## src/hdl/bz_pkg.sv

```systemverilog
// Shared types and constants of the cubic Bezier point splatter.
package bz_pkg;

    localparam int COORD_W      = 10;
    localparam int PT_FRAC      = 16;
    localparam int PT_W         = COORD_W + PT_FRAC;
    localparam int PIX_W        = 12;
    localparam int LVL_W        = 8;
    localparam int AX_W         = 16;
    localparam int BX_W         = 17;
    localparam int SQA_W        = 32;
    localparam int D_W          = 32;
    localparam int DI_W         = 34;
    localparam int R_W          = 50;
    localparam int SQ_W         = 18;
    localparam int CAND_W       = 21;
    localparam int PROD_W       = 52;
    localparam int LVL_STEPS    = 8;
    localparam int LVL_SCALE    = 260100;   // 4 * 255 * 255
    localparam int QUEUE_DEPTH  = 8;
    localparam int QPTR_W       = $clog2(QUEUE_DEPTH);
    localparam int QCNT_W       = $clog2(QUEUE_DEPTH + 1);
    localparam int ADDR_W       = 5;
    localparam int DATA_W       = 32;
    localparam int FRAME_SIZE_DEF  = 1024;
    localparam int T_FRAC_BITS_DEF = 16;
    localparam logic [LVL_W-1:0] FULL_LVL = 8'd255;

    typedef enum logic [2:0] {
        REG_P0_X, REG_P0_Y, REG_P1_X, REG_P1_Y,
        REG_P2_X, REG_P2_Y, REG_P3_X, REG_P3_Y
    } reg_idx_t;

    typedef struct packed {
        logic [COORD_W-1:0] p0_x;
        logic [COORD_W-1:0] p0_y;
        logic [COORD_W-1:0] p1_x;
        logic [COORD_W-1:0] p1_y;
        logic [COORD_W-1:0] p2_x;
        logic [COORD_W-1:0] p2_y;
        logic [COORD_W-1:0] p3_x;
        logic [COORD_W-1:0] p3_y;
    } pts_t;

    typedef struct packed {
        logic signed [PIX_W-1:0] cx;
        logic signed [PIX_W-1:0] cy;
        logic signed [PIX_W-1:0] nx;
        logic signed [PIX_W-1:0] ny;
    } geo_t;

    typedef struct packed {
        geo_t             geo;
        logic [LVL_W-1:0] lvl_h;
        logic [LVL_W-1:0] lvl_v;
        logic [LVL_W-1:0] lvl_d;
    } item_t;

endpackage

```

## src/hdl/bz_queue.sv

```systemverilog
// Small FIFO between the front and back parts.
module bz_queue (
    input  logic          clk,
    input  logic          rst_n,
    input  logic          push,
    input  bz_pkg::item_t push_item,
    input  logic          pop,
    output logic          empty,
    output bz_pkg::item_t head_item
);
    import bz_pkg::*;

    item_t             mem [0:QUEUE_DEPTH-1];
    logic [QPTR_W-1:0] wr_reg, rd_reg;
    logic [QCNT_W-1:0] cnt_reg;

    assign empty     = (cnt_reg == '0);
    assign head_item = mem[rd_reg];

    always_ff @(posedge clk) begin
        if (push)
        begin
            mem[wr_reg] <= push_item;
        end
    end

    always_ff @(posedge clk or negedge rst_n) begin
        if (!rst_n)
        begin
            wr_reg  <= '0;
            rd_reg  <= '0;
            cnt_reg <= '0;
        end
        else
        begin
            if (push)
            begin
                wr_reg <= wr_reg + QPTR_W'(1);
            end
            if (pop)
            begin
                rd_reg <= rd_reg + QPTR_W'(1);
            end
            cnt_reg <= cnt_reg + QCNT_W'(push) - QCNT_W'(pop);
        end
    end

endmodule

```

## config.mk

```make
export PLATFORM = sky130hd
export DESIGN_NAME = bz_queue
export DESIGN_NICKNAME = d
export VERILOG_FILES = /design/src/hdl/bz_pkg.sv /design/src/hdl/bz_queue.sv
export SDC_FILE = /design/constraint.sdc
export NUM_CORES = 1
export LEC_CHECK = 0
export BUFFER_PORTS_ARGS = -buffer_cell sky130_fd_sc_hd__clkbuf_2
export CAP_MARGIN = 0
export CORE_MARGIN = 2
export CORE_UTILIZATION = 45
export DETAILED_ROUTE_END_ITERATION = 12
export HOLD_SLACK_MARGIN = 0.1
export SLEW_MARGIN = 25
export SYNTH_ARGS = -nofsm -noshare
export SYNTH_HDL_FRONTEND = slang
export SYNTH_SLANG_ARGS = --single-unit
```

## constraint.sdc

```tcl
create_clock -name clk -period 8.3 [get_ports clk]
set_input_delay 0.83 -clock clk [delete_from_list [all_inputs] [get_ports clk]]
set_output_delay 0.83 -clock clk [all_outputs]
set_load 0.02 [all_outputs]
```

== Yosys cells after proc, flatten, opt, wreduce, memory -nomap -nowiden ==
Memory sizes are Yosys's and may differ from the RTL's.
Index checks and enable logic that the tools add are counted.
Storage, ports and cells
  register bits: 10
  latch bits: 0
  RAM bits: 576
  ROM bits: 0
  input bits: 76
  output and inout bits: 73
  logic and storage cells: 11
  memories: 1
Operators by class
  $add $sub $neg: 4
  multiply operators: 0
  div/mod/pow operators: 0
  order comparisons: 0
  eq/ne operators: 0
  shifts and indexed selects: 0
  muxes and demuxes: 2
  bitwise gates (word level): 0
  reductions and logical operators: 1
Memory list
  mem: depth 8, width 72, read ports 1, clocked after memory_dff 0, write ports 1, RTL line bz_queue.sv:13  | item_t mem [0:QUEUE_DEPTH-1];
Operators with widths (number)
  3-bit by 1-bit adder with 3-bit output, second input constant: 2
  4-bit by 1-bit adder with 4-bit output: 1
  4-bit zero test: 1
  4-bit by 1-bit subtractor with 4-bit output: 1
  1-bit two-way mux: 2

== Logic depth before layout (Yosys ltp) ==
  word-level depth: 2
  gate-level depth with buffers: 7
  mapped depth without buffers: 7

== Worst setup path after synthesis ==
OpenSTA, ideal clock, no wires.
  kind: in2reg
  start: input push
  end: memory mem[0][0] (netlist name), enable pin
  arrival time: 5.811 ns
  required time: 7.709 ns
  setup slack: 1.899 ns
  stages on the path: 2
  path buffers: 0
  cells stage by stage: nand2b_1 -> nor3_1
On the way
  longest elaborated chain between the ends: 2
Ends and longest elaborated chain
  start: declaration: RTL line bz_queue.sv:5  | input logic push,
  1-bit two-way mux: RTL line bz_queue.sv:21  | if (push)
  1-bit two-way mux (implied by the code): RTL line bz_queue.sv:23  | mem[wr_reg] <= push_item;
  end: declaration: RTL line bz_queue.sv:13
No other way between the ends.

==> out/metrics.yaml <==
hold_violations: 0
synth_top_family_by_area: "multiplexers"
yosysSeqAreaShare: 0.793
reg2reg_slack_ps: 5580
cp.arrival_ps: 3090
postRouteWirelength_mm: 42.8
syn-mean-instance-area_um2: 25.0
worstSetupPathType: "reg -> out"
die_w_um: 226
syn_area_mm2: 0.0221
syn_inst: 884
hpwl_mm: 22.3
ys_seq_elements: 586
maxCapViolations: 0
grt_pass1_vias: 10400
placed_area_mm2: 0.0237
grt_max_degree: 95
muxShareOfSynthArea: 0.184
clock_sinks: 586
gr-total-overflow: 0
critPathMaxFanout: 66
drt_iter0_drc: 570
ant_nets: 0
yosys.area_share.simple: 0.00328
rsz0062_at_grt: "no"
synth-xor-area-share: 0.00238
cts-buffers-inserted: 58
period_minus_slack_ps: 3920
synth.distinct_cells: 20
clk_pin_slew_ps: 60
max_slew_margin: 0.339
fin_skew_ps: 20.0
cts_tree: "built"
synth-compound-area-share: 0.000566
cp-start-kind: "flop"
drc: 0
syn_nets: 968
fp.dieArea_mm2: 0.0509
root_buffer: "clkbuf_16"
area_delta_synth_final_pct: 15.1
rows: 81
p_per_area_mw_per_mm2: 360
synth-adder-area-share: 0.00486
drive_above_1_share: 0.424
status: "finished clean"
tns_ps: 0
finalSetupViolations: 0
yosysWarnings: 0
viasPerCell: 5.41
fin_nets: 1157
crit_path_end_kind: "primary output"
dr.pass1.iters: 4
pin_count: 149
ir_worst_vdd_v: 0.000213
place_congestion: 0.666
h-tree-depth: 2
min_path_type: "in -> reg"
routedWlPerCell_um: 24.1
fin_crit_sh: 0.473
worstPathRequired_ps: 7470
grt_pass1_wl_mm: 64.3
clk_latency_ps: 620
io_buffers: 148
p_leak_uw: 0.00830
fin_area_mm2: 0.0255
grt_usage: 0.173
antenna_found_initial: 4
clk_path_buf_depth: 3
slew_viol_final: 0
start_util: 0.454
vias: 9619
worst_pin_slew_ps: 992
timing.fmax_mhz: 255
largest_reg_flops: 576
coreArea_mm2: 0.0487
dieHeight_um: 226
-- final timing paths --
path                                   start       endpoint  cells after the start
worst max-delay path               rd_reg[2]  head_item[67]                      4
worst min-delay path            push_item[4]      mem[6][4]                      1
worst max register to register     wr_reg[1]     mem[1][30]                      3
worst min register to register     wr_reg[1]      wr_reg[1]                      1
max in group asynchronous              rst_n      rd_reg[1]                      2
min in group asynchronous              rst_n      wr_reg[1]                      2
-- cell type report --
type                    count  area, µm²
fillers                  3815      23300
flip-flops and latches    586      17600
multi-input cells         250       4380
clock buffers              77       1560
repair buffers            169        913
well taps                 664        831
clock inverters            23        184
inverters                   8       30.0
diodes                      2       5.00
-- per-layer routing --
layer | up-vias | GRT usage | part of all wire
li1 | 4154 | - | -
met1 | 5198 | 0.234 | 0.43
met2 | 202 | 0.285 | 0.50
met3 | 61 | 0.0415 | 0.055
met4 | 4 | 0.0436 | 0.016
met5 | - | 0 | 0.00061
-- placed cells by master (no fill, tap or decap), drive strengths merged --
cell / netlist / layout
bufinv: 0 / 2
nand2: 4 / 4
nor2: 6 / 6
dfrtp: 10 / 10
mux2: 74 / 74
edfxtp: 576 / 576
clkinv: 0 / 20
dlygate4sd3: 0 / 1
clkbuf: 15 / 225
diode: 0 / 2
ha: 7 / 7
nor3: 2 / 2
a21o: 1 / 1
buf: 25 / 20
nand2b: 3 / 3
xor2: 3 / 3
xnor2: 3 / 3
a21oi: 1 / 1
mux4: 144 / 144
fa: 1 / 1
and3: 1 / 1
inv: 8 / 9
-- report_power, final --
group	internal, µW	switching [µW]	total [µW]
Clock	1380	1040	2420
Combinational	1260	1570	2830
Sequential	3720	188	3910
Total	6360	2800	9160
-- logic make-up after synthesis --
| logic type | count (synthesis) |
|---|---|
| xor gates and xnor gates | 6 |
| DFF | 586 |
| buffers and inverters | 48 |
| and+or+nand+nor | 16 |
| AOI/OAI and AO/OA | 2 |
| adders and majority gates | 8 |
| muxes | 218 |
-- synth_stat cells --
master / instances / area (µm²)
fa_1: 1 / 20.0
a21o_1: 1 / 7.51
nand2b_1: 3 / 18.8
xor2_1: 3 / 26.3
nor2_1: 6 / 22.5
ha_1: 7 / 87.6
mux4_2: 144 / 3240
edfxtp_1: 576 / 17300
xnor2_1: 3 / 26.3
buf_2: 16 / 80.1
inv_1: 8 / 30.0
nor3_1: 2 / 10.0
buf_6: 7 / 78.8
mux2_2: 74 / 833
clkbuf_1: 15 / 56.3
dfrtp_1: 10 / 250
nand2_1: 4 / 15.0
and3_1: 1 / 6.26
a21oi_1: 1 / 5.00
buf_1: 2 / 7.51
-- critical path: stages (launching register included) --
cell      delay [ps]
dfrtp_4          700
buf_4            850
mux4_2           410
mux2_2           310
clkbuf_2         170
-- per-stage QoR --
stage | std cells | hold slack (ps) | total power [µW] | worst slack [ps] | utilization
2_1_floorplan | 884 | 517 | 6020 | 1900 | -
3_3_place_gp | 1676 | 543 | 6860 | 4920 | 0.486
3_5_place_dp | 1676 | 562 | 6900 | 4920 | 0.486
4_1_cts | 1777 | 452 | 9330 | 4250 | 0.522
5_1_grt | 1778 | 470 | 9600 | 4200 | 0.522
6_report | 1779 | 489 | 9160 | 4380 | 0.522
-- what timing repair did --
item | in CTS | in global routing
hold buffers | 1 | 0
setup buffers | 0 | 0
gates resized for setup | 0 | 0
hold endpoints to repair | 10 | 0
(Power assumes the default switching activity.)
