<file path="src/hdl/bz_pkg.sv">
// Shared types and constants of the cubic Bezier point splatter.
package bz_pkg;

    localparam int COORD_W      = 10;
    localparam int PT_FRAC      = 16;
    localparam int PT_W         = COORD_W + PT_FRAC;
    localparam int PIX_W        = 12;
    localparam int LVL_W        = 8;
    localparam int AX_W         = 16;
    localparam int BX_W         = 17;
    localparam int SQA_W        = 32;
    localparam int D_W          = 32;
    localparam int DI_W         = 34;
    localparam int R_W          = 50;
    localparam int SQ_W         = 18;
    localparam int CAND_W       = 21;
    localparam int PROD_W       = 52;
    localparam int LVL_STEPS    = 8;
    localparam int LVL_SCALE    = 260100;   // 4 * 255 * 255
    localparam int QUEUE_DEPTH  = 8;
    localparam int QPTR_W       = $clog2(QUEUE_DEPTH);
    localparam int QCNT_W       = $clog2(QUEUE_DEPTH + 1);
    localparam int ADDR_W       = 5;
    localparam int DATA_W       = 32;
    localparam int FRAME_SIZE_DEF  = 1024;
    localparam int T_FRAC_BITS_DEF = 16;
    localparam logic [LVL_W-1:0] FULL_LVL = 8'd255;

    typedef enum logic [2:0] {
        REG_P0_X, REG_P0_Y, REG_P1_X, REG_P1_Y,
        REG_P2_X, REG_P2_Y, REG_P3_X, REG_P3_Y
    } reg_idx_t;

    typedef struct packed {
        logic [COORD_W-1:0] p0_x;
        logic [COORD_W-1:0] p0_y;
        logic [COORD_W-1:0] p1_x;
        logic [COORD_W-1:0] p1_y;
        logic [COORD_W-1:0] p2_x;
        logic [COORD_W-1:0] p2_y;
        logic [COORD_W-1:0] p3_x;
        logic [COORD_W-1:0] p3_y;
    } pts_t;

    typedef struct packed {
        logic signed [PIX_W-1:0] cx;
        logic signed [PIX_W-1:0] cy;
        logic signed [PIX_W-1:0] nx;
        logic signed [PIX_W-1:0] ny;
    } geo_t;

    typedef struct packed {
        geo_t             geo;
        logic [LVL_W-1:0] lvl_h;
        logic [LVL_W-1:0] lvl_v;
        logic [LVL_W-1:0] lvl_d;
    } item_t;

endpackage

</file>
<file path="src/hdl/bz_emit.sv">
// Back part: sends the four pixel writes of each item in turn.
module bz_emit (
    input  logic                             clk,
    input  logic                             rst_n,
    input  logic                             empty,
    input  bz_pkg::item_t                    head_item,
    output logic                             pop,
    output logic                             strobe,
    output logic signed [bz_pkg::PIX_W-1:0]  pix_x,
    output logic signed [bz_pkg::PIX_W-1:0]  pix_y,
    output logic [bz_pkg::LVL_W-1:0]         intensity,
    output logic                             last
);
    import bz_pkg::*;

    typedef enum logic [1:0] { PH_CENTER, PH_HORIZ, PH_VERT, PH_DIAG } phase_t;

    phase_t phase_reg;
    logic   have_reg;
    item_t  hold_reg;

    assign pop    = !empty && (!have_reg || phase_reg == PH_DIAG);
    assign strobe = have_reg;

    always_ff @(posedge clk or negedge rst_n) begin
        if (!rst_n)
        begin
            phase_reg <= PH_CENTER;
            have_reg  <= 1'b0;
        end
        else if (pop)
        begin
            phase_reg <= PH_CENTER;
            have_reg  <= 1'b1;
        end
        else if (have_reg)
        begin
            unique case (phase_reg)
                PH_CENTER: phase_reg <= PH_HORIZ;
                PH_HORIZ:  phase_reg <= PH_VERT;
                PH_VERT:   phase_reg <= PH_DIAG;
                PH_DIAG:   have_reg  <= 1'b0;
                default:   phase_reg <= PH_CENTER;
            endcase
        end
    end

    always_ff @(posedge clk) begin
        if (pop)
        begin
            hold_reg <= head_item;
        end
    end

    always_comb begin
        unique case (phase_reg)
            PH_CENTER:
            begin
                pix_x = hold_reg.geo.cx;  pix_y = hold_reg.geo.cy;
                intensity = FULL_LVL;     last = 1'b0;
            end
            PH_HORIZ:
            begin
                pix_x = hold_reg.geo.nx;  pix_y = hold_reg.geo.cy;
                intensity = hold_reg.lvl_h; last = 1'b0;
            end
            PH_VERT:
            begin
                pix_x = hold_reg.geo.cx;  pix_y = hold_reg.geo.ny;
                intensity = hold_reg.lvl_v; last = 1'b0;
            end
            default:
            begin
                pix_x = hold_reg.geo.nx;  pix_y = hold_reg.geo.ny;
                intensity = hold_reg.lvl_d; last = 1'b1;
            end
        endcase
    end

endmodule

</file>
<file path="config.mk">
export PLATFORM = sky130hd
export DESIGN_NAME = bz_emit
export DESIGN_NICKNAME = d
export VERILOG_FILES = /design/src/hdl/bz_pkg.sv /design/src/hdl/bz_emit.sv
export SDC_FILE = /design/constraint.sdc
export NUM_CORES = 1
export LEC_CHECK = 0
export BUFFER_PORTS_ARGS = -buffer_cell sky130_fd_sc_hd__buf_4
export CORE_MARGIN = 2
export CORE_UTILIZATION = 43
export CTS_CLUSTER_DIAMETER = 120
export CTS_CLUSTER_SIZE = 25
export DETAILED_ROUTE_END_ITERATION = 10
export GPL_ROUTABILITY_DRIVEN = 0
export PLACE_DENSITY_LB_ADDON = 0.05
export SYNTH_ARGS = -nofsm -noshare
export SYNTH_HDL_FRONTEND = slang
export SYNTH_SLANG_ARGS = --single-unit
</file>
<file path="constraint.sdc">
create_clock -name clk -period 4.6 [get_ports clk]
set_input_delay 0.23 -clock clk [delete_from_list [all_inputs] [get_ports clk]]
set_output_delay 0.23 -clock clk [all_outputs]
set_load 0.02 [all_outputs]
</file>
== Word level (Yosys, flattened, before mapping) ==
Index checks and enable logic that the tools add are counted.

* Bits in registers: 75
* Word-level logic and storage cells: 33

* Equality and inequality tests: 3
* Mux-type cells: 10
* Reduce and logical (&&, ||, !) cells: 11

{| class="wikitable"
|+ Operators by type and width
! operator !! count
|-
| two-way mux 12 bit || 2
|-
| one-hot mux 8 bit (3 select lines) || 1
|-
| one-hot mux 2 bit (3 select lines) || 1
|-
| equality test 2 bit, second input constant || 2
|-
| two-way mux 1 bit || 4
|-
| two-way mux 2 bit || 2
|-
| nonzero test 4 bit || 1
|-
| OR reduction 2 bit || 2
|-
| OR reduction 3 bit || 1
|-
| equality test 2 x 1 -> 1 bit, second input constant || 1
|-
| zero test 1 bit || 2
|-
| zero test 2 bit || 1
|-
| AND reduction 2 bit || 1
|-
| nonzero test 2 bit || 1
|-
| logical AND 1 bit || 1
|-
| logical OR 1 bit || 1
|}

== Depth between registers and ports, before layout ==
* Depth after elaboration: 5
* Gate-level depth with buffers: 6

== Worst setup path before layout ==
OpenSTA, ideal clock, no wires.

* Path kind: register -> register
* Start: register phase_reg[1]
* End: register hold_reg[0] in the netlist's numbering (enable)
* Arrival time: 4.721 ns
* Path buffers: 0
* Stages on the path, launching flop included: 4
* Required time: 4.056 ns
* Slack: -0.665 ns
* Cell sequence: dfrtp_1 ha_1 clkinv_1 a21oi_1

* Cells in the longest elaborated chain, start to end: 3

{| class="wikitable"
|+ Ends and longest elaborated chain
! what !! RTL line !! text
|-
| start: declaration || bz_emit.sv:18 || <nowiki>phase_t phase_reg;</nowiki>
|-
| start signal: assignment || bz_emit.sv:28 || <nowiki>phase_reg <= PH_CENTER;</nowiki>
|-
| start signal: assignment || bz_emit.sv:33 || <nowiki>phase_reg <= PH_CENTER;</nowiki>
|-
| start signal: assignment || bz_emit.sv:39 || <nowiki>PH_CENTER: phase_reg <= PH_HORIZ;</nowiki>
|-
| equality test 2 bit || bz_emit.sv:22 || <nowiki>assign pop = !empty && (!have_reg || phase_reg == PH_DIAG);</nowiki>
|-
| logical OR 1 bit || bz_emit.sv:22 ||
|-
| logical AND 1 bit || bz_emit.sv:22 ||
|-
| via pop || bz_emit.sv:7 || <nowiki>output logic pop,</nowiki>
|-
| end signal: assignment || bz_emit.sv:51 || <nowiki>hold_reg <= head_item;</nowiki>
|-
| end: declaration || bz_emit.sv:20 || <nowiki>item_t hold_reg;</nowiki>
|}

The timed path passes the listed nets, and every way through them passes these cells.
A chain may end at the register's enable or synchronous reset.

== Worst setup path after layout ==
* Start: register phase_reg[1]
* End: output pix_x[9] in the netlist's numbering

* Cells in the longest elaborated chain, start to end: 3
* Elaborated cells between the ends (all ways): 4

{| class="wikitable"
|+ Ends and longest elaborated chain
! what !! RTL line !! text
|-
| equality test 2 bit or zero test 2 bit (tied branches) || bz_emit.sv:56 || <nowiki>unique case (phase_reg)</nowiki>
|-
| OR reduction 2 bit (no line) * || - ||
|-
| two-way mux 12 bit * || bz_emit.sv:56 ||
|-
| end: declaration || bz_emit.sv:9 || <nowiki>output logic signed [bz_pkg::PIX_W-1:0] pix_x,</nowiki>
|}

Every way passes the cells marked *; elsewhere a longest branch is shown, timed or not.

==> impl_metrics.tcl <==
set metrics [dict create \
    viasPerCell 4.872 \
    arrival_ns 2.38 \
    power.leakage_nw 1.543 \
    cts_buffer_depth 2 \
    drt_wl_total_um 5207 \
    io_buffers 109 \
    cp-start-kind "register" \
    regArea_um2 2237 \
    status "finished, final reports clean" \
    syn_inst 146 \
    core_area_um2 6350 \
    die_h_um 85.26 \
    drv_cap 0 \
    antenna_found_initial 0 \
    ant_nets 0 \
    ys.flop_type "edfxtp_1" \
    firstDrtPassIters 4 \
    place_hpwl_um 3695 \
    drt_iter0_drc 83 \
    place_inst 328 \
    yosysTopAreaCell "edfxtp_1" \
    htree_num_levels 3 \
    min_period_ns 2.610 \
    tightest_slew_ns 0.6735 \
    root_buffer "clkbuf_8" \
    hold_viol 0 \
    overflow 0 \
    wl_per_cell_um 15.09 \
    ir_worst_vdd_v 0.0004055 \
    synth_cell_types 15 \
    syn-num-nets 225 \
    largest_reg_flops 72 \
    instances_no_fill 345 \
    grt_max_degree 39 \
    fmax_ghz 0.3831 \
    antennaDiodeCount 0 \
    grt_pass1_wl_um 8017 \
    finClkSkew_ns 0.005816 \
    rsz0062_at_grt "no" \
    clk_pin_slew_ns 0.07 \
    cts_made_buffers 9 \
    relSlewSlack_pct 55.05 \
    rows 29 \
    grt_pass1_vias 1722 \
    cp.required_ns 4.37 \
    synth_top_area_share_pct 76.16 \
    p_per_area_nw_per_um2 664.5 \
    dieArea_um2 7268 \
    clk_latency_ns 0.34 \
    synthTopCellsByCount "edfxtp_1 (72), mux2_2 (24), a21oi_1 (9), a221oi_1 (9), nor2_1 (9)" \
    synth_edf_count 72 \
    syn_to_final_growth_pct 38.87 \
    post_cts_buffers 0 \
    fillers 513 \
    vias 1681 \
    synth.most_common_cell "edfxtp_1" \
    netlist_area_um2 2839 \
    tritoncts "built" \
    synth-seq-area-share_pct 78.80 \
    syn_area_per_cell_um2 19.45 \
    synth_area_leaders "edfxtp_1 (76%), mux2_2 (9.5%), a221oi_1 (2.8%)" \
    async_flop_share_pct 4.000 \
    nets 342 \
    period_share_pct 56.74 \
    cp_max_fo 12 \
    remaining_drc_errors 0 \
    ios 110 \
    start_util_pct 44.71 \
    timing.final.max_slew_violations 0 \
    multiInputGateArea_um2 543.0 \
    setup_violations 0 \
    fp.dieW_um 85.26 \
    cts_sinks 75 \
    power_mw 2.620 \
    worstSetupEndpointType "primary output" \
    drive_above_1_share_pct 56.72 \
    crit_type "register to primary output" \
    setup_tns_ns 0 \
    ys_warn_count 0 \
    track_usage_pct 14.65 \
    hold_path.class "input pin to register" \
    ys_seq_elements 75 \
]
==> per-layer routing <==
layer  share of wire, %  global-route usage, %  routed length (um)  vias to the layer above
met1                 42                  17.89                2168                      791
met3                7.5                  4.475                 392                       13
met5                  0                      0                   0                        -
met2                 48                  23.15                2499                       71
li1                   -                      -                   -                      806
met4                2.8                  8.369                 146                        0
==> final cells by class <==
class / instances / share of cell area [%]
Inverter: 4 / 0.3808
Clock inverter: 6 / 2.031
Multi-Input combinational cell: 61 / 13.77
Clock buffer: 10 / 3.237
Sequential cell: 75 / 56.74
Tap cell: 77 / 2.444
Timing Repair Buffer: 112 / 21.39
==> critical path, cell delays in order, from the launching register on <==
cell	delay, ns
dfrtp_1	0.41
inv_1	0.09
ha_1	0.35
nor2_2	0.61
mux2_2	0.42
buf_4	0.16
==> cells by family after synthesis <==
family | Yosys count | synth area share, %
compound gates | 21 | 5.465
fa+ha+maj | 4 | 1.763
buf+inv | 10 | 2.468
flops | 75 | 78.80
mux | 25 | 9.872
simple gates | 11 | 1.631
==> final timing paths <==
check	startpoint	endpoint	slack, ns	cells past startpoint
min in group asynchronous	rst_n	phase_reg[1]	0.22	2
hold reg to reg	phase_reg[1]	phase_reg[1]	0.61	2
setup reg to reg	phase_reg[1]	hold_reg[23]	2.47	4
setup / recovery	phase_reg[1]	pix_x[9]	1.99	5
max in group asynchronous	rst_n	strobe	4.28	2
hold / removal	head_item[0]	hold_reg[0]	0.06	1
==> what timing repair did <==
action                    CTS  global route
resized for setup           0             0
hold buffers                1             0
hold endpoints to repair    3             0
==> where the power goes <==
group / switching, mW / internal [mW]
Combinational: 0.625 / 0.507
Sequential: 0.0435 / 0.920
Clock: 0.223 / 0.301
==> per-stage QoR <==
stage                     utilization [%]  cell area [um^2]  hold slack (ns)  worst slack, ns
final                               62.09              3943          0.06355            1.990
after global routing                62.09              3943          0.04365            1.838
after floorplan                         -              2843         -0.06559           0.8868
after global placement              58.66              3725          0.02717            2.371
after CTS                           62.09              3943          0.04737            1.938
after detailed placement            58.66              3725          0.02707            2.323
==> cells in the final DEF (no fill, tap or decap), drive strengths merged, types with 2 or more instances in the layout <==
master,Yosys,layout
inv,3,3
buf,6,111
clkinv,1,4
o21ai,2,2
ha,4,4
edfxtp,72,72
bufinv,0,2
clkbuf,0,10
mux2,24,24
a21oi,9,9
a221oi,9,9
dfrtp,3,3
nor2,11,11
Note: power is estimated with default switching activity, not from simulation.
